**src/hdl/i2c_master_phase_sequencer_macros.svh**
```systemverilog
//------------------------------------------------------------------------------
// I2C master phase sequencer assertion macros
// Shared concurrent assertion forms for the sequencer modules.
//------------------------------------------------------------------------------
`ifndef I2C_MASTER_PHASE_SEQUENCER_MACROS_SVH
`define I2C_MASTER_PHASE_SEQUENCER_MACROS_SVH

// Check a property on every clock edge outside reset.
`define I2CPS_ASSERT(lbl, clk, rst, prop, msg) \
   lbl: assert property (@(posedge clk) disable iff (rst) (prop)) else $error(msg);

// Check that a condition implies another one on the next clock edge.
`define I2CPS_ASSERT_NEXT(lbl, clk, rst, pre, post, msg) \
   lbl: assert property (@(posedge clk) disable iff (rst) (pre) |=> (post)) else $error(msg);

`endif

```
**src/hdl/i2cps_pkg.sv**
```systemverilog
//------------------------------------------------------------------------------
// I2C master phase sequencer package
// Command codes, queue entry type and phase count constants.
//------------------------------------------------------------------------------
package i2cps_pkg;

   localparam int BITS_PER_BYTE = 8;
   localparam int OP_W          = 3;
   localparam int PHASE_W       = 5;

   localparam logic [OP_W-1:0] OP_START  = 3'd0;
   localparam logic [OP_W-1:0] OP_STOP   = 3'd1;
   localparam logic [OP_W-1:0] OP_CLKACK = 3'd2;
   localparam logic [OP_W-1:0] OP_ACK    = 3'd3;
   localparam logic [OP_W-1:0] OP_NACK   = 3'd4;
   localparam logic [OP_W-1:0] OP_WRITE  = 3'd5;
   localparam logic [OP_W-1:0] OP_READ   = 3'd6;

   localparam logic [PHASE_W-1:0] LAST_START  = PHASE_W'(3);
   localparam logic [PHASE_W-1:0] LAST_STOP   = PHASE_W'(3);
   localparam logic [PHASE_W-1:0] LAST_CLKACK = PHASE_W'(1);
   localparam logic [PHASE_W-1:0] LAST_ACK    = PHASE_W'(2);
   localparam logic [PHASE_W-1:0] LAST_WRITE  = PHASE_W'(3 * BITS_PER_BYTE);
   localparam logic [PHASE_W-1:0] LAST_READ   = PHASE_W'(2 * BITS_PER_BYTE + 1);

   typedef enum logic [2:0] {
      CMD_START,
      CMD_STOP,
      CMD_CLKACK,
      CMD_ACK,
      CMD_NACK,
      CMD_WRITE,
      CMD_READ
   } cmd_kind_type;

   typedef struct packed {
      cmd_kind_type               kind;
      logic [PHASE_W-1:0]         last_phase;
      logic [BITS_PER_BYTE-1:0]   data;
   } cmd_type;

endpackage

```
**src/hdl/i2cps_front.sv**
```systemverilog
//------------------------------------------------------------------------------
// I2C master phase sequencer front end
// Accepts command transfers, decodes the opcode and drops unused codes.
//------------------------------------------------------------------------------
module i2cps_front (
   input  logic                         reset,
   input  logic                         req_tvalid,
   output logic                         req_tready,
   input  logic [15:0]                  req_tdata,   // tx_byte, line_bits
   input  logic [2:0]                   req_tuser,   // op
   input  logic                         queue_full,
   output logic                         push_valid,
   output i2cps_pkg::cmd_type           push_entry
);
   import i2cps_pkg::*;

   logic known;

   always_comb begin
      known                 = 1'b1;
      push_entry.data       = req_tdata[7:0];
      push_entry.kind       = CMD_START;
      push_entry.last_phase = LAST_START;
      unique case (req_tuser)
         OP_START: begin
            push_entry.kind       = CMD_START;
            push_entry.last_phase = LAST_START;
         end
         OP_STOP: begin
            push_entry.kind       = CMD_STOP;
            push_entry.last_phase = LAST_STOP;
         end
         OP_CLKACK: begin
            push_entry.kind       = CMD_CLKACK;
            push_entry.last_phase = LAST_CLKACK;
         end
         OP_ACK: begin
            push_entry.kind       = CMD_ACK;
            push_entry.last_phase = LAST_ACK;
         end
         OP_NACK: begin
            push_entry.kind       = CMD_NACK;
            push_entry.last_phase = LAST_ACK;
         end
         OP_WRITE: begin
            push_entry.kind       = CMD_WRITE;
            push_entry.last_phase = LAST_WRITE;
         end
         OP_READ: begin
            push_entry.kind       = CMD_READ;
            push_entry.last_phase = LAST_READ;
            push_entry.data       = req_tdata[15:8];
         end
         default: begin
            known = 1'b0;
         end
      endcase
   end

   assign req_tready = !queue_full && !reset;
   assign push_valid = req_tvalid && req_tready && known;

endmodule

```
**src/hdl/i2cps_queue.sv**
```systemverilog
//------------------------------------------------------------------------------
// I2C master phase sequencer command queue
// Short FIFO of decoded commands between front end and sequencer.
//------------------------------------------------------------------------------
module i2cps_queue #(
   parameter int DEPTH = 2
) (
   input  logic                clock,
   input  logic                reset,
   input  logic                push_valid,
   input  i2cps_pkg::cmd_type  push_entry,
   output logic                full,
   input  logic                pop,
   output logic                head_valid,
   output i2cps_pkg::cmd_type  head_entry
);
   import i2cps_pkg::*;

   localparam int PTR_W = (DEPTH > 1) ? $clog2(DEPTH) : 1;
   localparam int CNT_W = $clog2(DEPTH + 1);
   localparam logic [PTR_W-1:0] PTR_LAST = PTR_W'(DEPTH - 1);
   localparam logic [CNT_W-1:0] CNT_FULL = CNT_W'(DEPTH);

   cmd_type            entry_ff [DEPTH];
   logic [PTR_W-1:0]   wr_ptr_ff, wr_ptr_in;
   logic [PTR_W-1:0]   rd_ptr_ff, rd_ptr_in;
   logic [CNT_W-1:0]   count_ff, count_in;
   logic               do_pop;

   assign full       = count_ff == CNT_FULL;
   assign head_valid = count_ff != '0;
   assign head_entry = entry_ff[rd_ptr_ff];
   assign do_pop     = pop && head_valid;

   always_comb begin
      wr_ptr_in = wr_ptr_ff;
      rd_ptr_in = rd_ptr_ff;
      count_in  = count_ff;
      if (push_valid) begin
         wr_ptr_in = (wr_ptr_ff == PTR_LAST) ? '0 : wr_ptr_ff + 1'b1;
      end
      if (do_pop) begin
         rd_ptr_in = (rd_ptr_ff == PTR_LAST) ? '0 : rd_ptr_ff + 1'b1;
      end
      if (push_valid && !do_pop) begin
         count_in = count_ff + 1'b1;
      end else if (do_pop && !push_valid) begin
         count_in = count_ff - 1'b1;
      end
   end

   always_ff @(posedge clock) begin
      if (reset) begin
         wr_ptr_ff <= '0;
         rd_ptr_ff <= '0;
         count_ff  <= '0;
      end else begin
         wr_ptr_ff <= wr_ptr_in;
         rd_ptr_ff <= rd_ptr_in;
         count_ff  <= count_in;
      end
      if (push_valid) begin
         entry_ff[wr_ptr_ff] <= push_entry;
      end
   end

endmodule

```
**src/hdl/i2cps_back.sv**
```systemverilog
//------------------------------------------------------------------------------
// I2C master phase sequencer back end
// Steps the head command through its pin phases, one result per cycle unless stalled.
//------------------------------------------------------------------------------
`include "i2c_master_phase_sequencer_macros.svh"

module i2cps_back (
   input  logic                clock,
   input  logic                reset,
   input  logic                head_valid,
   input  i2cps_pkg::cmd_type  head_entry,
   output logic                pop,
   output logic                rsp_tvalid,
   input  logic                rsp_tready,
   output logic [15:0]         rsp_tdata,   // scl_level, sda_level, rx_byte
   output logic                rsp_tuser,   // sample_point
   output logic                rsp_tlast
);
   import i2cps_pkg::*;

   localparam int MSB = BITS_PER_BYTE - 1;
   localparam logic [1:0] SUB_LAST = 2'd2;

   logic [PHASE_W-1:0]       phase_ff, phase_in;
   logic [1:0]               sub_ff, sub_in;
   logic                     scl_ff, scl_in;
   logic                     sda_ff, sda_in;
   logic [BITS_PER_BYTE-1:0] shift_ff, shift_in;
   logic [BITS_PER_BYTE-1:0] rx_ff, rx_in;
   logic                     rsp_valid_ff;
   logic                     out_scl_ff, out_sda_ff, out_sample_ff, out_last_ff;
   logic [BITS_PER_BYTE-1:0] out_rx_ff;
   logic                     sample_in, last_in;
   logic [BITS_PER_BYTE-1:0] out_rx_in;
   logic                     first, advance;

   assign first   = phase_ff == '0;
   assign advance = head_valid && (!rsp_valid_ff || rsp_tready);
   assign last_in = phase_ff == head_entry.last_phase;
   assign pop     = advance && last_in;

   always_comb begin
      scl_in    = scl_ff;
      sda_in    = sda_ff;
      sample_in = 1'b0;
      out_rx_in = '0;
      rx_in     = rx_ff;
      shift_in  = first ? head_entry.data : shift_ff;
      sub_in    = sub_ff;
      unique case (head_entry.kind)
         CMD_START: begin
            priority if (phase_ff == PHASE_W'(0)) sda_in = 1'b1;
            else if (phase_ff == PHASE_W'(1))     scl_in = 1'b1;
            else if (phase_ff == PHASE_W'(2))     sda_in = 1'b0;
            else                                  scl_in = 1'b0;
         end
         CMD_STOP: begin
            priority if (phase_ff == PHASE_W'(0)) scl_in = 1'b1;
            else if (phase_ff == PHASE_W'(1))     sda_in = 1'b0;
            else if (phase_ff == PHASE_W'(2))     sda_in = 1'b1;
            else                                  scl_in = 1'b0;
         end
         CMD_CLKACK: begin
            scl_in = first;
         end
         CMD_ACK, CMD_NACK: begin
            priority if (first)                   sda_in = head_entry.kind == CMD_NACK;
            else if (phase_ff == PHASE_W'(1))     scl_in = 1'b1;
            else                                  scl_in = 1'b0;
         end
         CMD_WRITE: begin
            sub_in = (sub_ff == SUB_LAST) ? 2'd0 : sub_ff + 2'd1;
            priority if (phase_ff == LAST_WRITE) begin
               sda_in = 1'b0;
            end else if (sub_ff == 2'd0) begin
               sda_in = first ? head_entry.data[MSB] : shift_ff[MSB];
            end else if (sub_ff == 2'd1) begin
               scl_in = 1'b1;
            end else begin
               scl_in   = 1'b0;
               shift_in = {shift_ff[MSB-1:0], 1'b0};
            end
         end
         CMD_READ: begin
            priority if (first) begin
               scl_in = 1'b0;
               rx_in  = '0;
            end else if (phase_ff == PHASE_W'(1)) begin
               sda_in = 1'b1;
            end else if (!phase_ff[0]) begin
               scl_in    = 1'b1;
               sample_in = 1'b1;
               rx_in     = {rx_ff[MSB-1:0], shift_ff[MSB]};
               shift_in  = {shift_ff[MSB-1:0], 1'b0};
               out_rx_in = rx_in;
            end else begin
               scl_in    = 1'b0;
               out_rx_in = rx_ff;
            end
         end
         default: begin
         end
      endcase
      if (last_in) begin
         sub_in = 2'd0;
      end
      phase_in = last_in ? '0 : phase_ff + 1'b1;
   end

   always_ff @(posedge clock) begin
      if (reset) begin
         phase_ff     <= '0;
         sub_ff       <= '0;
         scl_ff       <= 1'b1;
         sda_ff       <= 1'b1;
         rsp_valid_ff <= 1'b0;
      end else if (advance) begin
         phase_ff     <= phase_in;
         sub_ff       <= sub_in;
         scl_ff       <= scl_in;
         sda_ff       <= sda_in;
         rsp_valid_ff <= 1'b1;
      end else if (rsp_tready) begin
         rsp_valid_ff <= 1'b0;
      end
      if (advance) begin
         shift_ff      <= shift_in;
         rx_ff         <= rx_in;
         out_scl_ff    <= scl_in;
         out_sda_ff    <= sda_in;
         out_sample_ff <= sample_in;
         out_rx_ff     <= out_rx_in;
         out_last_ff   <= last_in;
      end
   end

   assign rsp_tvalid = rsp_valid_ff;
   assign rsp_tdata  = {6'b0, out_rx_ff, out_sda_ff, out_scl_ff};
   assign rsp_tuser  = out_sample_ff;
   assign rsp_tlast  = out_last_ff;

   `I2CPS_ASSERT(a_phase_in_range, clock, reset,
      !head_valid || phase_ff <= head_entry.last_phase, "phase past end of command")
   `I2CPS_ASSERT(a_busy_has_head, clock, reset,
      first || head_valid, "command left the queue mid-sequence")
   `I2CPS_ASSERT_NEXT(a_last_rewinds, clock, reset, pop, first, "phase not rewound after last")
   `I2CPS_ASSERT(a_sample_scl_high, clock, reset,
      !(rsp_valid_ff && out_sample_ff) || out_scl_ff, "sample taken with SCL low")

endmodule

```
**src/hdl/i2c_master_phase_sequencer.sv**
```systemverilog
// Each command takes 2 to 25 pin phases, set by the back-end phase sequencer, which
// emits one phase per cycle while its result is not stalled and starts the next
// command after the last phase. A command transfer is written into the queue, then
// its first phase is registered; a stalled result blocks the sequencer, the queue
// still fills. Reset (synchronous) releases SCL and SDA high and empties the queue.
//------------------------------------------------------------------------------
// I2C master phase sequencer
// Turns I2C master commands into a stream of SCL/SDA pin phases.
//------------------------------------------------------------------------------
module i2c_master_phase_sequencer #(
   parameter int QUEUE_DEPTH = 2
) (
   input  logic        clock,
   input  logic        reset,
   input  logic        req_tvalid,
   output logic        req_tready,
   input  logic [15:0] req_tdata,   // tx_byte, line_bits
   input  logic [2:0]  req_tuser,   // op
   output logic        rsp_tvalid,
   input  logic        rsp_tready,
   output logic [15:0] rsp_tdata,   // scl_level, sda_level, rx_byte
   output logic        rsp_tuser,   // sample_point
   output logic        rsp_tlast    // last
);
   import i2cps_pkg::*;

   logic    queue_full, push_valid, head_valid, pop;
   cmd_type push_entry, head_entry;

   i2cps_front u_front (
      .reset      (reset),
      .req_tvalid (req_tvalid),
      .req_tready (req_tready),
      .req_tdata  (req_tdata),
      .req_tuser  (req_tuser),
      .queue_full (queue_full),
      .push_valid (push_valid),
      .push_entry (push_entry)
   );

   i2cps_queue #(.DEPTH(QUEUE_DEPTH)) u_queue (
      .clock      (clock),
      .reset      (reset),
      .push_valid (push_valid),
      .push_entry (push_entry),
      .full       (queue_full),
      .pop        (pop),
      .head_valid (head_valid),
      .head_entry (head_entry)
   );

   i2cps_back u_back (
      .clock      (clock),
      .reset      (reset),
      .head_valid (head_valid),
      .head_entry (head_entry),
      .pop        (pop),
      .rsp_tvalid (rsp_tvalid),
      .rsp_tready (rsp_tready),
      .rsp_tdata  (rsp_tdata),
      .rsp_tuser  (rsp_tuser),
      .rsp_tlast  (rsp_tlast)
   );

endmodule
```
**config.mk**
```make
export PLATFORM = sky130hd
export DESIGN_NAME = i2c_master_phase_sequencer
export DESIGN_NICKNAME = d
export VERILOG_FILES = /design/src/hdl/i2cps_pkg.sv /design/src/hdl/i2cps_front.sv /design/src/hdl/i2cps_queue.sv /design/src/hdl/i2cps_back.sv /design/src/hdl/i2c_master_phase_sequencer.sv
export VERILOG_INCLUDE_DIRS = /design/src /design/src/hdl
export SDC_FILE = /design/constraint.sdc
export NUM_CORES = 1
export LEC_CHECK = 0
export ABC_AREA = 0
export BUFFER_PORTS_ARGS = -buffer_cell sky130_fd_sc_hd__buf_2
export CAP_MARGIN = 20
export CORE_UTILIZATION = 55
export DETAILED_ROUTE_END_ITERATION = 7
export PLACE_DENSITY = 0.73
export SETUP_SLACK_MARGIN = 0.05
export SYNTH_ARGS = -nofsm -noshare
export SYNTH_HDL_FRONTEND = slang
export SYNTH_SLANG_ARGS = --single-unit
```
**constraint.sdc**
```tcl
create_clock -name clock -period 4.2 [get_ports clock]
set_input_delay 0.42 -clock clock [delete_from_list [all_inputs] [get_ports clock]]
set_output_delay 0.42 -clock clock [all_outputs]
set_load 0.01 [all_outputs]
```
[Word-level counts from Yosys, hierarchy flattened]
Memories as Yosys holds them, arrays and structs flattened. A register that Yosys moved wholly into a read port is not among the register bits.
Index checks and enable logic that the tools add are counted.
Operators by class
  $add $sub $neg: 6
  equality and inequality tests: 20
  mux-type cells: 54
  bitwise logic cells: 1
  reduce and logical (&&, ||, !) cells: 27
Operators by type and width (number)
  8-bit 2-to-1 mux: 10
  8-bit case mux with 6 select lines: 1
  1-bit 2-to-1 mux: 34
  3-bit == test (second input constant): 6
  8-bit case mux with 2 select lines: 1
  3-bit by 2-bit == test with 1-bit output (second input constant): 4
  2-bit 2-to-1 mux: 5
  1-bit logical AND: 8
  2-bit nonzero test: 4
  7-bit OR reduction: 1
  3-bit by 1-bit == test with 1-bit output (second input constant): 2
  3-bit zero test: 2
  1-bit case mux with 6 select lines: 1
  5-bit by 1-bit adder with 5-bit output (second input constant): 1
  5-bit by 1-bit == test with 1-bit output (second input constant): 1
  5-bit by 2-bit == test with 1-bit output (second input constant): 1
  5-bit == test: 1
  5-bit == test (second input constant): 1
  1-bit zero test: 5
  5-bit zero test: 1
  5-bit 2-to-1 mux: 1
  1-bit case mux with 5 select lines: 1
  2-bit by 1-bit adder with 2-bit output (second input constant): 2
  2-bit == test (second input constant): 2
  other kinds (11): 12
Word-level totals
  register bits after elaboration: 42
  memory bits (writable): 32
  input bits: 23
  output and inout bits: 20
  word-level logic and storage cells: 124
  memories: 1
Memories
  u_queue.entry_ff: depth 2, bits a word 16, read ports 1, clocked after memory_dff 1, wr ports 1, line i2cps_queue.sv:24  | cmd_type entry_ff [DEPTH];

[Depth between registers and ports, before layout]
  depth after elaboration: 9
  mapped depth: 11
  gate-level depth less buffers: 9

[Cells and area by module]
From an unflattened synthesis, not the netlist that was laid out.
Second synthesis, totals
  cells, all modules: 337
  area total of the unflattened synthesis: 3946.3 µm²
Modules (own cells, without submodules)
  i2cps_back: instances 1, cells an instance 239, area each 2363.5 µm², sequential area each 1041.0 µm²
  i2cps_queue: instances 1, cells an instance 72, area each 1365.1 µm², sequential area each 1061.0 µm²
  i2cps_front: instances 1, cells an instance 26, area each 217.7 µm², sequential area each 0.0 µm²

[Least setup slack after synthesis]
Ideal clock, no wire load.
  path kind: reg2reg
  from: reg u_back.phase_ff[0]
  to: reg u_back.out_sda_ff (data pin)
  library setup time: 266 ps
  arrival time: 1977 ps
  data required time: 3934 ps
  path slack: 1957 ps
  cell stages (with the launch flop): 9
  buffers on the path: 1
  period minus slack after synthesis: 2243 ps
  path through: dfxtp_1 clkbuf_1 inv_1 ha_1 nor4b_4 mux2_1 o32ai_1 or3b_1 or3b_1
On the way
  longest elaborated chain between the ends: 5
  elaborated cells between the ends (all ways): 17
  those cells by class: eq/ne: 3; mux: 13; reduce/logical: 1
RTL lines
  start: declaration: line i2cps_back.sv:24  | logic [PHASE_W-1:0] phase_ff, phase_in;
  start signal: assignment: line i2cps_back.sv:118  | phase_ff <= phase_in;
  5-bit by 2-bit == test with 1-bit output or 5-bit zero test (tied branches)
  1-bit 2-to-1 mux, on equally long branches: line i2cps_back.sv:60, i2cps_back.sv:54, i2cps_back.sv:76
  1-bit 2-to-1 mux, on equally long branches: line i2cps_back.sv:59, i2cps_back.sv:53, i2cps_back.sv:75
  1-bit 2-to-1 mux, on equally long branches: line i2cps_back.sv:58, i2cps_back.sv:52, i2cps_back.sv:73
  1-bit case mux with 5 select lines *: line i2cps_back.sv:50  | unique case (head_entry.kind)
  via u_back.sda_in: line i2cps_back.sv:27  | logic sda_ff, sda_in;
  end signal: assignment: line i2cps_back.sv:130  | out_sda_ff <= sda_in;
  end: declaration: line i2cps_back.sv:31  | logic out_scl_ff, out_sda_ff, out_sample_ff, out_last_ff;
The timed path passes the listed nets; every way through them passes the cells marked *.
A chain may end at the register's enable or synchronous reset.

[Worst setup path in the final report]
Ends and elaborated chain as after synthesis.

==> metrics.md <==
| Metric | Value |
|---|---|
| Latest clock arrival within the worst-skew pair | 0.34 ns |
| CTS sink count | 73 |
| Routed len/inst | 15.2 µm |
| Hold worst-path end | u_back.rsp_tvalid$_SDFFE_PP0P_ |
| Final antenna-violating net count | 0 |
| Most used DFF post-synth | edfxtp_1 |
| Hold Path Stages | 3 |
| Fillcell total | 507 |
| Tightest Pin Transition | 0.826 ns |
| TNS Setup | 0 ns |
| Nets | 388 |
| HP Class | input pin to flop |
| Setup violations, final | 0 |
| Clock Path Buffers | 2 |
| RSZ-0062 raised after global routing | false |
| Crit end category | flop |
| Maxcap violations | 0 |
| Post-CTS Setup Bufs | 0 |
| Drt pass-1 iters | 6 |
| Number of distinct library cells after synthesis | 67 |
| Initial antenna violation count | 0 |
| CTS root buf | clkbuf_8 |
| Flop2flop setup slack | 1.53 ns |
| Leakage Power | 0.00151 µW |
| Area of the die | 7150 µm² |
| Slew Viols, Final | 0 |
| Worst rel slew slack | 44.5% |
| Run status | finished with violations |
| Drc violations | 2 |
| Fmax | 374 MHz |
| Cell row count | 29 |
| Chip Width | 84.6 µm |
| Number of synthesized flops with an enable pin | 58 |
| Synth Cell Area | 3750 µm² |
| Total track usage | 20.1% |
| Final Hold Fails | 0 |
| Reg2reg path depth | 8 |
| PortBufs | 36 |
| Failing checks | design-rule violations |
| Max FO, Critical Path | 20 |
| WS Path Type | flop to flop |
| Starting DRT DRC Count | 205 |
| Syn-to-layout area delta | 10.8% |
| Gates resized, CTS repair | 0 |
| PD cells | 441 nW/µm² |
| H-tree Lvls | 3 |
| Share of cells above drive strength 1 | 21.1% |
| Reg2reg start | u_back.phase_ff[0]$_SDFFE_PP0P_ |
| Fin crit period | 2.67 ns |
| CTS buffer count | 9 |
| Worst reg2reg path endpoint | u_back.out_sda_ff$_DFFE_PP_ |
| Via density | 5.69 |
| Post-DP HPWL | 4.84 mm |
| Hold_buf cts | 0 |
| Wire length of the first global-routing pass | 11.0 mm |
| GRT Residual Overflow | 0 |
| Vias in the first global route | 2317 |
| Critical path data arrival time | 2.75 ns |
| Post-Place Setup Slack | 1.57 ns |
| Seq/Total Area, Yosys | 54.5% |
| CP Launch Type | flop |
| Ys async rst share | 0% |
| Total Routed Length | 6.72 mm |
| Most frequent cells in the layout | edfxtp_1, nor2_1, buf_2, mux2i_1, nand2_1 |
| FF+latch count, synth | 73 |
| Fin crit share | 63.7% |
| Synth Instances | 324 |
| Core area | 6460 µm² |
| Critical Path RT | 4.28 ns |
| Hold Startpoint | rsp_tready |
| CTS tree | built |
| Worst setup margin | 1.53 ns |
| Largest net degree at the start of global routing | 29 |
| # IOs | 43 |
| Worst clock skew | 0.00660 ns |
| Gpl congestion | 0.889 |
| Warning count from the yosys run | 0 |
| Initial Utilization | 58.0% |
| Die height | 84.6 µm |
| VDD IR-drop max | 269 µV |
| Commonest non-fill, non-tap cell in the layout | edfxtp_1 |
| Reg clk slew, reported paths | 0.07 ns |
| Mean Syn Cell Area | 11.6 µm² |
| Vias | 2513 |
| Antenna cells | 0 |
-- metrics by stage --
step           cells  utilization (%)  hold slack [ns]  instance area (µm²)  power, µW
3_5_place_dp     425             61.0            0.506                 3940       1270
4_1_cts          441             64.2            0.361                 4150       1840
3_3_place_gp     425             61.0            0.473                 3940       1260
5_1_grt          442             64.3            0.380                 4160       1920
6_report         442             64.3            0.372                 4160       1830
2_1_floorplan    329                -            0.476                 3770       1180
-- cell type report --
type                       instances  area, µm²  share of cell area, %
timing repair buffer              41        218                   5.24
multi-input combinational        226       1560                   37.5
inverter                           9       33.8                  0.813
clock inverter                     6       81.3                   1.96
sequential                        73       2040                   49.1
tap                               77       96.3                   2.32
clock buffer                      10        128                   3.07
-- cell usage after synthesis (2+ instances only) --
| library cell | count | area [µm²] |
|---|---|---|
| or3b_1 | 4 | 35.0 |
| nor4b_1 | 2 | 17.5 |
| a21oi_1 | 11 | 55.1 |
| xnor2_1 | 4 | 35.0 |
| or3_1 | 3 | 18.8 |
| a31oi_1 | 5 | 31.3 |
| nor2_1 | 37 | 139 |
| o31ai_1 | 2 | 15.0 |
| o22ai_1 | 5 | 31.3 |
| ha_1 | 5 | 62.6 |
| nand2b_1 | 4 | 25.0 |
| buf_6 | 2 | 22.5 |
| o21ai_1 | 2 | 10.0 |
| a22oi_1 | 6 | 45.0 |
| and2_1 | 3 | 18.8 |
| mux2i_1 | 20 | 200 |
| a311oi_1 | 2 | 17.5 |
| dfxtp_1 | 15 | 300 |
| nand3_1 | 10 | 50.1 |
| o21ai_0 | 6 | 30.0 |
| clkbuf_1 | 4 | 15.0 |
| buf_2 | 3 | 15.0 |
| o32ai_1 | 2 | 17.5 |
| inv_2 | 2 | 7.51 |
| nor2b_1 | 4 | 25.0 |
| nand4_1 | 2 | 12.5 |
| mux2_1 | 2 | 22.5 |
| edfxtp_1 | 58 | 1740 |
| buf_4 | 10 | 75.1 |
| nor3_1 | 7 | 35.0 |
| o2111ai_1 | 2 | 17.5 |
| inv_1 | 7 | 26.3 |
| buf_1 | 2 | 7.51 |
| nor2_2 | 2 | 12.5 |
| nand3b_1 | 2 | 15.0 |
| xor2_1 | 6 | 52.6 |
| nand2_1 | 19 | 71.3 |
| mux2_2 | 13 | 146 |
-- how the worst max path moves through the flow --
stage,to,from,depth (start not counted)
after global placement,u_back.out_sda_ff$_DFFE_PP_,u_back.phase_ff[0]$_SDFFE_PP0P_,8
after floorplan,u_back.out_sda_ff$_DFFE_PP_,u_back.phase_ff[0]$_SDFFE_PP0P_,8
after detailed placement,u_back.out_sda_ff$_DFFE_PP_,u_back.phase_ff[0]$_SDFFE_PP0P_,8
after CTS,u_back.out_sda_ff$_DFFE_PP_,u_back.phase_ff[0]$_SDFFE_PP0P_,8
after global routing,u_back.out_sda_ff$_DFFE_PP_,u_back.phase_ff[0]$_SDFFE_PP0P_,8
final,u_back.out_sda_ff$_DFFE_PP_,u_back.phase_ff[0]$_SDFFE_PP0P_,8
-- flip-flops by register name, summed over array words and instances (netlist names), 2 cells and up, named ones only --
name	cells
u_queue.entry_ff	30
u_back.out_rx_ff	8
u_back.rx_ff	8
u_back.shift_ff	8
u_back.phase_ff	5
u_back.sub_ff	2
u_queue.count_ff	2
-- critical path, stage by stage, from the launching register on --
cell	delay [ns]
dfxtp_1	0.53
inv_1	0.18
ha_1	0.30
nor4b_4	0.15
buf_4	0.22
mux2_1	0.22
o32ai_1	0.10
or3b_1	0.35
or3b_1	0.37
-- cell families (layout without fill, tap and decap cells) --
kind of cell	count (synthesis)	in the layout	synth area share [%]
compound gates	57	57	10.5
xor+xnor	10	10	2.34
fa+ha+maj	5	5	1.67
buf+inv	30	66	4.51
flops	73	73	54.5
mux	36	36	10.2
other cells	1	6	0.100
simple gates	112	112	16.2
-- metal layers --
metal	part of all wire, %	global-route usage (%)	vias up
met4	1.5	8.63	0
met1	47	27.5	1158
met5	0	0	-
met3	4.4	4.23	8
met2	47	31.2	68
li1	-	-	1279
-- report_power, final --
group          switching [µW]  total, µW  internal, µW
Combinational             210        353           143
Sequential               38.5        900           861
Clock                     247        579           332
Total                     495       1830          1340
Power figures use the tool's default switching activity.
